`config.mk`:
```
export PLATFORM = sky130hd
export DESIGN_NAME = positional_ordered_list_engine_top
export DESIGN_NICKNAME = d
export VERILOG_FILES = /design/src/rtl/core/polst_pkg.sv /design/src/rtl/core/positional_ordered_list_engine_top.sv /design/src/rtl/core/polst_ram.sv /design/src/rtl/core/polst_seq.sv
export VERILOG_INCLUDE_DIRS = /design/src /design/src/rtl/core
export SDC_FILE = /design/constraint.sdc
export NUM_CORES = 2
export LEC_CHECK = 0
export ABC_CLOCK_PERIOD_IN_PS = 14600
export BUFFER_PORTS_ARGS = -buffer_cell sky130_fd_sc_hd__buf_4
export CORE_MARGIN = 2
export CORE_UTILIZATION = 25
export DETAILED_ROUTE_END_ITERATION = 12
export PLACE_DENSITY_LB_ADDON = 0.2
export SYNTH_ARGS = -nofsm -noshare
export SYNTH_HDL_FRONTEND = slang
export SYNTH_SLANG_ARGS = --single-unit
```
`constraint.sdc`:
```
create_clock -name i_clk -period 14.6 [get_ports i_clk]
set_input_delay 2.19 -clock i_clk [delete_from_list [all_inputs] [get_ports i_clk]]
set_output_delay 2.19 -clock i_clk [all_outputs]
set_load 0.005 [all_outputs]
```
`src/rtl/core/assert_macros.svh`:
```
// Assertion helpers for the RTL.
`ifndef ASSERT_MACROS_SVH
`define ASSERT_MACROS_SVH

// Plain clocked check, switched off while reset is held.
`define ASSERT_CLK(label, prop, msg) \
    label: assert property (@(posedge i_clk) disable iff (!i_rst_n) (prop)) else $error(msg);

// Condition in one cycle implies a consequence in the next.
`define ASSERT_NEXT(label, cond, nxt, msg) \
    label: assert property (@(posedge i_clk) disable iff (!i_rst_n) (cond) |=> (nxt)) else $error(msg);

`endif

```
`src/rtl/core/polst_pkg.sv`:
```
package polst_pkg;

    // Store geometry.
    localparam int CAPACITY = 32;
    localparam int ADDR_W   = $clog2(CAPACITY);
    localparam int CNT_W    = $clog2(CAPACITY + 1);

    // Field widths.
    localparam int OP_W   = 3;
    localparam int VAL_W  = 32;
    localparam int POS_W  = 6;
    localparam int ST_W   = 2;
    localparam int FPOS_W = 5;
    localparam int CMP_W  = (POS_W > CNT_W) ? POS_W : CNT_W;

    // Operation codes.
    typedef enum logic [OP_W-1:0] {
        OP_APPEND = 3'd0,
        OP_INSERT = 3'd1,
        OP_REMOVE = 3'd2,
        OP_SEARCH = 3'd3,
        OP_EMPTY  = 3'd4,
        OP_DUMP   = 3'd5
    } t_op;

    // Status codes.
    localparam logic [ST_W-1:0] ST_OK     = 2'd0;
    localparam logic [ST_W-1:0] ST_BADPOS = 2'd1;
    localparam logic [ST_W-1:0] ST_FULL   = 2'd2;

    // One result word.
    typedef struct packed {
        logic [ST_W-1:0]   status;
        logic              found;
        logic [FPOS_W-1:0] fpos;
        logic              list_empty;
        logic [VAL_W-1:0]  dval;
        logic              dvalid;
        logic              last;
    } t_res;

    // Request to the value store.
    typedef struct packed {
        logic              we;
        logic [ADDR_W-1:0] waddr;
        logic [VAL_W-1:0]  wdata;
        logic              re;
        logic [ADDR_W-1:0] raddr;
    } t_mem_req;

endpackage

```
`src/rtl/core/positional_ordered_list_engine_top.sv`:
```
// Positional ordered list engine.
// Holds an ordered list of up to 32 signed 32-bit values. Each input word on the
// i_in_valid / o_in_ready channel is one operation: append, insert at a position,
// remove at a position, search for the first equal value, empty query or dump.
// Results leave on the o_out_valid / i_out_ready channel through one output register;
// every operation gives one word, a dump gives one word per entry (one word when the
// list is empty), and o_last marks the final word of each operation.
// One operation is worked at a time; o_in_ready is high only while no operation is
// under way, and the next word is taken in the cycle after the last word is loaded.
// Append, insert at the end, removal of the last entry, empty query, unused opcode,
// bad position and full go straight to the result word. Other inserts walk down from
// the tail, moving each entry up by one, then write the value; remove walks up from
// the position, moving each entry down by one; search reads from the head until a hit
// or the list end; dump emits one entry a cycle while the output is not stalled. The
// store has one read and one write port, so each step moves or examines one entry.
// A stall on the output holds the output register and freezes the sequencer at the
// word that is waiting; nothing is lost. Synchronous reset empties the list; the
// stored values themselves are not cleared, as no entry beyond the count is read.
module positional_ordered_list_engine_top
    import polst_pkg::*;
(
    input  logic              i_clk,
    input  logic              i_rst_n,
    input  logic              i_in_valid,
    output logic              o_in_ready,
    input  logic [OP_W-1:0]   i_opcode,
    input  logic [VAL_W-1:0]  i_item_value,
    input  logic [POS_W-1:0]  i_item_position,
    output logic              o_out_valid,
    input  logic              i_out_ready,
    output logic [ST_W-1:0]   o_status,
    output logic              o_found,
    output logic [FPOS_W-1:0] o_found_position,
    output logic              o_list_empty,
    output logic [VAL_W-1:0]  o_dump_value,
    output logic              o_dump_valid,
    output logic              o_last
);

    t_mem_req         mem_req;
    logic [VAL_W-1:0] mem_rdata;
    t_res             res;
    logic             res_load;
    logic             can_load;
    logic             r_out_valid;
    t_res             r_out;

    polst_ram u_ram (
        .i_clk   (i_clk),
        .i_req   (mem_req),
        .o_rdata (mem_rdata)
    );

    polst_seq u_seq (
        .i_clk           (i_clk),
        .i_rst_n         (i_rst_n),
        .i_in_valid      (i_in_valid),
        .o_in_ready      (o_in_ready),
        .i_opcode        (i_opcode),
        .i_item_value    (i_item_value),
        .i_item_position (i_item_position),
        .i_can_load      (can_load),
        .o_res_load      (res_load),
        .o_res           (res),
        .o_mem           (mem_req),
        .i_rdata         (mem_rdata)
    );

    // The output register takes a new word when empty or being emptied.
    assign can_load = !r_out_valid || i_out_ready;

    always_ff @(posedge i_clk) begin
        if (!i_rst_n) begin
            r_out_valid <= 1'b0;
        end else if (res_load) begin
            r_out_valid <= 1'b1;
        end else if (i_out_ready) begin
            r_out_valid <= 1'b0;
        end
    end

    always_ff @(posedge i_clk) begin
        if (res_load) begin
            r_out <= res;
        end
    end

    assign o_out_valid      = r_out_valid;
    assign o_status         = r_out.status;
    assign o_found          = r_out.found;
    assign o_found_position = r_out.fpos;
    assign o_list_empty     = r_out.list_empty;
    assign o_dump_value     = r_out.dval;
    assign o_dump_valid     = r_out.dvalid;
    assign o_last           = r_out.last;

endmodule

```
`src/rtl/core/polst_ram.sv`:
```
module polst_ram
    import polst_pkg::*;
(
    input  logic             i_clk,
    input  t_mem_req         i_req,
    output logic [VAL_W-1:0] o_rdata
);

    logic [VAL_W-1:0] r_mem [CAPACITY];
    logic [VAL_W-1:0] r_rdata;

    // One write port.
    always_ff @(posedge i_clk) begin
        if (i_req.we) begin
            r_mem[i_req.waddr] <= i_req.wdata;
        end
    end

    // One read port; the data holds until the next read.
    always_ff @(posedge i_clk) begin
        if (i_req.re) begin
            r_rdata <= r_mem[i_req.raddr];
        end
    end

    assign o_rdata = r_rdata;

endmodule

```
`src/rtl/core/polst_seq.sv`:
```
`include "assert_macros.svh"

module polst_seq
    import polst_pkg::*;
(
    input  logic              i_clk,
    input  logic              i_rst_n,
    input  logic              i_in_valid,
    output logic              o_in_ready,
    input  logic [OP_W-1:0]   i_opcode,
    input  logic [VAL_W-1:0]  i_item_value,
    input  logic [POS_W-1:0]  i_item_position,
    input  logic              i_can_load,
    output logic              o_res_load,
    output t_res              o_res,
    output t_mem_req          o_mem,
    input  logic [VAL_W-1:0]  i_rdata
);

    typedef enum logic [6:0] {
        S_IDLE   = 7'b0000001,
        S_INS    = 7'b0000010,
        S_PUT    = 7'b0000100,
        S_REM    = 7'b0001000,
        S_SEARCH = 7'b0010000,
        S_DUMP   = 7'b0100000,
        S_FIN    = 7'b1000000
    } t_state;

    t_state            r_state, n_state;
    logic [CNT_W-1:0]  r_count, n_count;
    logic [CNT_W-1:0]  r_idx, n_idx;
    logic [CNT_W-1:0]  r_pos, n_pos;
    logic [VAL_W-1:0]  r_val, n_val;
    logic [ST_W-1:0]   r_res_status, n_res_status;
    logic              r_res_found, n_res_found;
    logic [FPOS_W-1:0] r_res_fpos, n_res_fpos;

    logic             accept;
    logic             full;
    logic [CMP_W-1:0] pos_ext;
    logic [CMP_W-1:0] cnt_ext;
    logic [CNT_W-1:0] pos_cnt;
    logic [CNT_W-1:0] cnt_m1;
    logic [CNT_W-1:0] idx_m1;
    logic [CNT_W-1:0] idx_m2;
    logic [CNT_W-1:0] idx_p1;
    logic [CNT_W-1:0] idx_p2;

    assign o_in_ready = (r_state == S_IDLE);
    assign accept     = i_in_valid && o_in_ready;
    assign full       = (r_count == CNT_W'(CAPACITY));
    assign pos_ext    = CMP_W'(i_item_position);
    assign cnt_ext    = CMP_W'(r_count);
    assign pos_cnt    = CNT_W'(i_item_position);
    assign cnt_m1     = r_count - 1'b1;
    assign idx_m1     = r_idx - 1'b1;
    assign idx_m2     = r_idx - CNT_W'(2);
    assign idx_p1     = r_idx + 1'b1;
    assign idx_p2     = r_idx + CNT_W'(2);

    // Sequencer: each step moves, compares or emits one entry through the store.
    always_comb begin
        n_state      = r_state;
        n_count      = r_count;
        n_idx        = r_idx;
        n_pos        = r_pos;
        n_val        = r_val;
        n_res_status = r_res_status;
        n_res_found  = r_res_found;
        n_res_fpos   = r_res_fpos;
        o_mem        = '0;
        o_mem.waddr  = r_idx[ADDR_W-1:0];
        o_res        = '0;
        o_res_load   = 1'b0;

        case (r_state)
            S_IDLE: begin
                if (accept) begin
                    n_val        = i_item_value;
                    n_res_status = ST_OK;
                    n_res_found  = 1'b0;
                    n_res_fpos   = '0;
                    n_state      = S_FIN;
                    case (t_op'(i_opcode))
                        OP_APPEND: begin
                            if (full) begin
                                n_res_status = ST_FULL;
                            end else begin
                                o_mem.we    = 1'b1;
                                o_mem.waddr = r_count[ADDR_W-1:0];
                                o_mem.wdata = i_item_value;
                                n_count     = r_count + 1'b1;
                            end
                        end
                        OP_INSERT: begin
                            if (pos_ext > cnt_ext) begin
                                n_res_status = ST_BADPOS;
                            end else if (full) begin
                                n_res_status = ST_FULL;
                            end else if (pos_ext == cnt_ext) begin
                                o_mem.we    = 1'b1;
                                o_mem.waddr = r_count[ADDR_W-1:0];
                                o_mem.wdata = i_item_value;
                                n_count     = r_count + 1'b1;
                            end else begin
                                // Open a gap: walk down from the tail.
                                o_mem.re    = 1'b1;
                                o_mem.raddr = cnt_m1[ADDR_W-1:0];
                                n_idx       = r_count;
                                n_pos       = pos_cnt;
                                n_state     = S_INS;
                            end
                        end
                        OP_REMOVE: begin
                            if (pos_ext >= cnt_ext) begin
                                n_res_status = ST_BADPOS;
                            end else if (pos_ext == CMP_W'(cnt_m1)) begin
                                n_count = cnt_m1;
                            end else begin
                                // Close the gap: walk up from the position.
                                o_mem.re    = 1'b1;
                                o_mem.raddr = ADDR_W'(pos_cnt + 1'b1);
                                n_idx       = pos_cnt;
                                n_state     = S_REM;
                            end
                        end
                        OP_SEARCH: begin
                            if (r_count != '0) begin
                                o_mem.re    = 1'b1;
                                o_mem.raddr = '0;
                                n_idx       = '0;
                                n_state     = S_SEARCH;
                            end
                        end
                        OP_DUMP: begin
                            if (r_count != '0) begin
                                o_mem.re    = 1'b1;
                                o_mem.raddr = '0;
                                n_idx       = '0;
                                n_state     = S_DUMP;
                            end
                        end
                        default: begin
                            n_state = S_FIN;
                        end
                    endcase
                end
            end
            S_INS: begin
                o_mem.we    = 1'b1;
                o_mem.wdata = i_rdata;
                n_idx       = idx_m1;
                if (idx_m1 == r_pos) begin
                    n_state = S_PUT;
                end else begin
                    o_mem.re    = 1'b1;
                    o_mem.raddr = idx_m2[ADDR_W-1:0];
                end
            end
            S_PUT: begin
                o_mem.we    = 1'b1;
                o_mem.wdata = r_val;
                n_count     = r_count + 1'b1;
                n_state     = S_FIN;
            end
            S_REM: begin
                o_mem.we    = 1'b1;
                o_mem.wdata = i_rdata;
                if (idx_p2 < r_count) begin
                    o_mem.re    = 1'b1;
                    o_mem.raddr = idx_p2[ADDR_W-1:0];
                    n_idx       = idx_p1;
                end else begin
                    n_count = cnt_m1;
                    n_state = S_FIN;
                end
            end
            S_SEARCH: begin
                if (i_rdata == r_val) begin
                    n_res_found = 1'b1;
                    n_res_fpos  = FPOS_W'(r_idx);
                    n_state     = S_FIN;
                end else if (idx_p1 == r_count) begin
                    n_state = S_FIN;
                end else begin
                    o_mem.re    = 1'b1;
                    o_mem.raddr = idx_p1[ADDR_W-1:0];
                    n_idx       = idx_p1;
                end
            end
            S_DUMP: begin
                // The next entry is fetched in the same cycle the current one leaves.
                if (i_can_load) begin
                    o_res_load   = 1'b1;
                    o_res.dval   = i_rdata;
                    o_res.dvalid = 1'b1;
                    o_res.last   = (idx_p1 == r_count);
                    if (idx_p1 == r_count) begin
                        n_state = S_IDLE;
                    end else begin
                        o_mem.re    = 1'b1;
                        o_mem.raddr = idx_p1[ADDR_W-1:0];
                        n_idx       = idx_p1;
                    end
                end
            end
            S_FIN: begin
                if (i_can_load) begin
                    o_res_load       = 1'b1;
                    o_res.status     = r_res_status;
                    o_res.found      = r_res_found;
                    o_res.fpos       = r_res_fpos;
                    o_res.list_empty = (r_count == '0);
                    o_res.last       = 1'b1;
                    n_state          = S_IDLE;
                end
            end
            default: begin
                n_state = S_IDLE;
            end
        endcase
    end

    // Control state.
    always_ff @(posedge i_clk) begin
        if (!i_rst_n) begin
            r_state <= S_IDLE;
            r_count <= '0;
        end else begin
            r_state <= n_state;
            r_count <= n_count;
        end
    end

    // Working registers of the current operation.
    always_ff @(posedge i_clk) begin
        r_idx        <= n_idx;
        r_pos        <= n_pos;
        r_val        <= n_val;
        r_res_status <= n_res_status;
        r_res_found  <= n_res_found;
        r_res_fpos   <= n_res_fpos;
    end

    `ASSERT_CLK(a_count_bound, r_count <= CNT_W'(CAPACITY), "entry count above capacity")
    `ASSERT_NEXT(a_last_ends_op, o_res_load && o_res.last, r_state == S_IDLE, "last word did not end the operation")
    `ASSERT_CLK(a_walk_in_range, (r_state == S_SEARCH || r_state == S_DUMP) |-> (r_idx < r_count), "walk index past the list end")
    `ASSERT_CLK(a_insert_room, (r_state == S_INS || r_state == S_PUT) |-> (r_count < CNT_W'(CAPACITY)), "insert under way on a full list")

endmodule
```
==> flow_summary.rst <==
.. list-table::
   :header-rows: 1

   * - Metric
     - Value
   * - Count of port buffers added during placement
     - 89
   * - Cell variety after synth
     - 69
   * - Total Power Consumption
     - 7.09 mW
   * - DRC marker count from the first detailed-route iteration
     - 2889
   * - CTS Buf Count
     - 120
   * - Clock buffer depth
     - 3
   * - I/O pin count
     - 90
   * - Design area
     - 0.0549 mm2
   * - Final TNS setup
     - 0 ns
   * - Layout Skew
     - 0.0272 ns
   * - Share of final-layout standard cells stronger than drive strength 1
     - 10.3%
   * - Slew at the pin closest to its max-slew limit
     - 1.47 ns
   * - Worst Path Required
     - 15.13 ns
   * - Die outline width
     - 440 um
   * - Final setup vio count
     - 0
   * - Clock tree from TritonCTS
     - yes
   * - Area grow syn2layout
     - 15.4%
   * - Most numerous cell on the critical path
     - sky130_fd_sc_hd__buf_4
   * - Depth of the worst register-to-register path
     - 15
   * - Cell Count, Final, Fillers Out
     - 6299
   * - Type of destination of the critical path
     - register
   * - Wire length of the first global-routing pass
     - 236000 um
   * - Global route overflow
     - 0
   * - Initial antenna violation count
     - 5
   * - Syn Std Cell Area
     - 0.0476 mm2
   * - Placed wire-length estimate
     - 83100 um
   * - CTS clk-pin slew, worst paths
     - 0.06 ns
   * - Hold path start
     - u_seq.r_res_found
   * - Net total in the final layout
     - 3764
   * - Clock root buffer master
     - sky130_fd_sc_hd__clkbuf_16
   * - EDFF count, synth
     - 1151
   * - WL final
     - 168000 um
   * - Final period demand of the worst path
     - 7.12 ns
   * - Fraction of the cycle the final worst path needs
     - 48.8%
   * - Library cell contributing the largest single delay on the critical path
     - sky130_fd_sc_hd__o221a_4
   * - Top_reg_cell synth
     - sky130_fd_sc_hd__edfxtp_1
   * - Crit Path Class
     - in -> reg
   * - Setup repair bufs after CTS
     - 0
   * - Utilization after layout
     - 29.0%
   * - Reg2Reg Capture Point
     - u_ram.o_rdata[3]
   * - Cell area reported after detailed placement
     - 0.0512 mm2
   * - Flops & latches, synth
     - 1165
   * - Biggest fanout along the worst timing path
     - 167
   * - Post-CTS resize count
     - 0
   * - Initial Util
     - 25.1%
   * - Floorplan Core Area
     - 0.190 mm2
   * - Class of the most critical hold timing path
     - reg -> reg
   * - Delay of the slowest cell on the worst path
     - 0.81 ns
   * - Count of clock tree sinks
     - 1165
   * - Setup repair after global routing missed its margin
     - false
   * - FP Rows
     - 160
   * - Die area
     - 0.194 mm2
   * - Proportion of synthesized chip area in sequential cells
     - 73.2%
   * - Aggregate global-route resource usage
     - 17.0%
   * - Warning count from the yosys run
     - 0
   * - Top achievable clock speed
     - 0.140 GHz
   * - Clock Latency Late Sink
     - 0.74 ns
   * - Vias per std cell
     - 4.94
   * - Max Transition Viols Final
     - 0
   * - Synth async-reset ratio
     - 0%
   * - Number of endpoints with negative hold slack in the final report
     - 0
   * - Maximum number of pins on one net before global-route repair
     - 185
   * - Number of cells traversed by the worst hold path
     - 1
   * - Inst Count DP
     - 6087
   * - Syn Nets
     - 3728
   * - Maximum Capacitance Violations
     - 0
   * - Antenna viol nets, final
     - 0
   * - DRC
     - 0
   * - Via count of the first global-routing pass
     - 29.6k
   * - Syn_area_per_cell
     - 13.0 um2
   * - Arrival time at the worst endpoint
     - 7.65 ns
   * - Via count
     - 31.1k
   * - Worst slew slack as a fraction of its limit
     - 2.33%
   * - Start of the worst register-to-register path
     - u_seq.r_idx[0]
   * - Run status
     - finished clean
   * - Wire per inst
     - 26.7 um
   * - H-tree level count
     - 3
   * - Count of mapped cells out of synthesis
     - 3662
   * - Worst setup path start
     - i_out_ready
   * - Power Dens Cells
     - 129 mW/mm2
   * - GPL Wtd Cong
     - 0.847
   * - Kind of start point of the critical path
     - input pin
   * - Terminating pin of the worst hold path
     - o_found
   * - CTS hold repair buffers
     - 0
   * - Maximum resistive drop on vdd
     - 0.0900 mV
   * - Series of cell instances along the critical path
     - buf_4, nor2b_1, nor3_4, buf_4, o21ai_1, o221a_4, buf_12, buf_4, buf_4, nand2_1, nand4_1, nand4_1, nor4_1
   * - Register-to-register setup slack
     - 7.80 ns
   * - Detailed-routing iteration count for the pre-antenna-repair pass
     - 5
   * - Leakage component of the power
     - 17.7 nW
   * - Die Span Y
     - 440 um
==> sequential cells by signal, indices dropped and copies added (netlist names), 5 cells and up <==
register,cells
o_dump_value,32
o_found_position,5
u_ram.o_rdata,32
u_ram.r_mem,1024
u_seq.cnt_ext,6
u_seq.r_idx,6
u_seq.r_pos,6
u_seq.r_res_fpos,5
u_seq.r_state,7
u_seq.r_val,32
==> power breakdown <==
part           internal (mW)  switching, mW
clock network           1.65           1.28
registers               3.70         0.0328
logic                  0.119          0.298
==> layout make-up <==
cell class,count,area [um2]
timing repair buffer,159,1260
clock buffer,159,3210
tap,2511,3140
sequential,1165,34800
clock inverter,52,450
multi-input combinational,2230,11900
inverter,22,82.6
fill,19200,135000
antenna,1,2.50
==> cells in the mapped netlist (3+ instances only) <==
master	n	area share, %
sky130_fd_sc_hd__and3b_1	3	0.055
sky130_fd_sc_hd__buf_6	8	0.19
sky130_fd_sc_hd__nor3_1	13	0.14
sky130_fd_sc_hd__mux2i_1	3	0.063
sky130_fd_sc_hd__clkbuf_1	129	1.0
sky130_fd_sc_hd__nand3_1	15	0.16
sky130_fd_sc_hd__inv_1	21	0.17
sky130_fd_sc_hd__a32oi_1	4	0.074
sky130_fd_sc_hd__o2111ai_1	57	1.0
sky130_fd_sc_hd__nor4_2	9	0.24
sky130_fd_sc_hd__o221ai_1	6	0.11
sky130_fd_sc_hd__and2_1	48	0.63
sky130_fd_sc_hd__dfxtp_1	14	0.59
sky130_fd_sc_hd__nor3_2	3	0.063
sky130_fd_sc_hd__o22ai_1	7	0.092
sky130_fd_sc_hd__and3_1	5	0.066
sky130_fd_sc_hd__a221oi_1	4	0.074
sky130_fd_sc_hd__buf_2	97	1.0
sky130_fd_sc_hd__a31oi_1	3	0.039
sky130_fd_sc_hd__or3_1	10	0.13
sky130_fd_sc_hd__o211ai_1	5	0.079
sky130_fd_sc_hd__nor4_1	30	0.39
sky130_fd_sc_hd__xor2_1	10	0.18
sky130_fd_sc_hd__buf_1	10	0.079
sky130_fd_sc_hd__a21oi_1	22	0.23
sky130_fd_sc_hd__ha_1	21	0.55
sky130_fd_sc_hd__a22oi_1	40	0.63
sky130_fd_sc_hd__a21o_1	4	0.063
sky130_fd_sc_hd__nor2b_1	6	0.079
sky130_fd_sc_hd__a211oi_1	12	0.19
sky130_fd_sc_hd__nand4_1	524	6.9
sky130_fd_sc_hd__a21boi_0	5	0.079
sky130_fd_sc_hd__nor2_1	246	1.9
sky130_fd_sc_hd__nand2_1	999	7.9
sky130_fd_sc_hd__edfxtp_1	1151	73
sky130_fd_sc_hd__nand2b_1	5	0.066
sky130_fd_sc_hd__o21a_1	4	0.063
sky130_fd_sc_hd__xnor2_1	56	1.0
sky130_fd_sc_hd__o21ai_0	14	0.15
sky130_fd_sc_hd__o21ai_1	3	0.032
==> layout by cell type, fill, tap and decap left out, types with 5 or more instances in the layout <==
cell type / count
sky130_fd_sc_hd__o2111ai_1: 57
sky130_fd_sc_hd__xor2_1: 10
sky130_fd_sc_hd__clkbuf_1: 34
sky130_fd_sc_hd__nor2_1: 213
sky130_fd_sc_hd__o211ai_1: 5
sky130_fd_sc_hd__nor2_4: 34
sky130_fd_sc_hd__and2_1: 47
sky130_fd_sc_hd__o21ai_0: 14
sky130_fd_sc_hd__nor4_2: 9
sky130_fd_sc_hd__buf_12: 5
sky130_fd_sc_hd__nor2b_1: 5
sky130_fd_sc_hd__dfxtp_1: 14
sky130_fd_sc_hd__a21boi_0: 5
sky130_fd_sc_hd__a22oi_1: 40
sky130_fd_sc_hd__or3_1: 10
sky130_fd_sc_hd__clkinv_1: 24
sky130_fd_sc_hd__a211oi_1: 12
sky130_fd_sc_hd__xnor2_1: 56
sky130_fd_sc_hd__nor4_1: 30
sky130_fd_sc_hd__nand4_1: 524
sky130_fd_sc_hd__nand2_1: 996
sky130_fd_sc_hd__ha_1: 21
sky130_fd_sc_hd__bufinv_16: 7
sky130_fd_sc_hd__nor3_1: 12
sky130_fd_sc_hd__clkinv_2: 16
sky130_fd_sc_hd__buf_4: 154
sky130_fd_sc_hd__nand3_1: 15
sky130_fd_sc_hd__o221ai_1: 6
sky130_fd_sc_hd__nand2b_1: 5
sky130_fd_sc_hd__inv_1: 20
sky130_fd_sc_hd__a21oi_1: 20
sky130_fd_sc_hd__edfxtp_1: 1151
sky130_fd_sc_hd__o22ai_1: 7
sky130_fd_sc_hd__clkbuf_16: 121
==> per-stage QoR <==
stage / setup slack, ns / hold WS, ns
global route: 7.15 / 0.526
global placement: 6.92 / 0.510
floorplan: 8.72 / 0.462
detailed placement: 6.75 / 0.503
CTS: 7.52 / 0.520
finish: 7.48 / 0.523
==> worst max-delay path, delay by kind of cell <==
family / cells / cell delay [ns]
buf+inv: 5 / 2.41
compound gates: 2 / 1.40
simple gates: 6 / 1.33
==> routing by layer <==
metal	share of wire, %	up-vias	GRT usage, %
met1	44	16200	23.2
li1	-	13800	-
met3	4.8	179	1.88
met2	49	925	28.5
met5	0.016	-	0
met4	2.2	4	4.65
==> cell families (layout without fill, tap and decap cells) <==
logic type               count (synthesis)  after routing  share of synthesized area, %
adder cells (fa/ha/maj)                 21             21                         0.552
buffers and inverters                  267            392                          2.50
AND/OR/NAND/NOR                       1929           1929                          19.0
AO/OA/AOI/OAI                          209            209                          3.39
other                                    0              1                             0
multiplexers                             3              3                        0.0631
XOR/XNOR                                68             68                          1.31
flip-flops                            1165           1165                          73.2
==> worst max-delay path by stage <==
stage | end | slack (ns) | cells after the start
finish | u_ram.o_rdata[3] | 7.48 | 13
global route | u_ram.o_rdata[3] | 7.15 | 13
CTS | u_ram.o_rdata[3] | 7.52 | 13
detailed placement | u_ram.o_rdata[3] | 6.75 | 13
global placement | u_ram.o_rdata[3] | 6.92 | 16
floorplan | u_ram.r_mem[11][0] | 8.72 | 7
(Power assumes the default switching activity.)
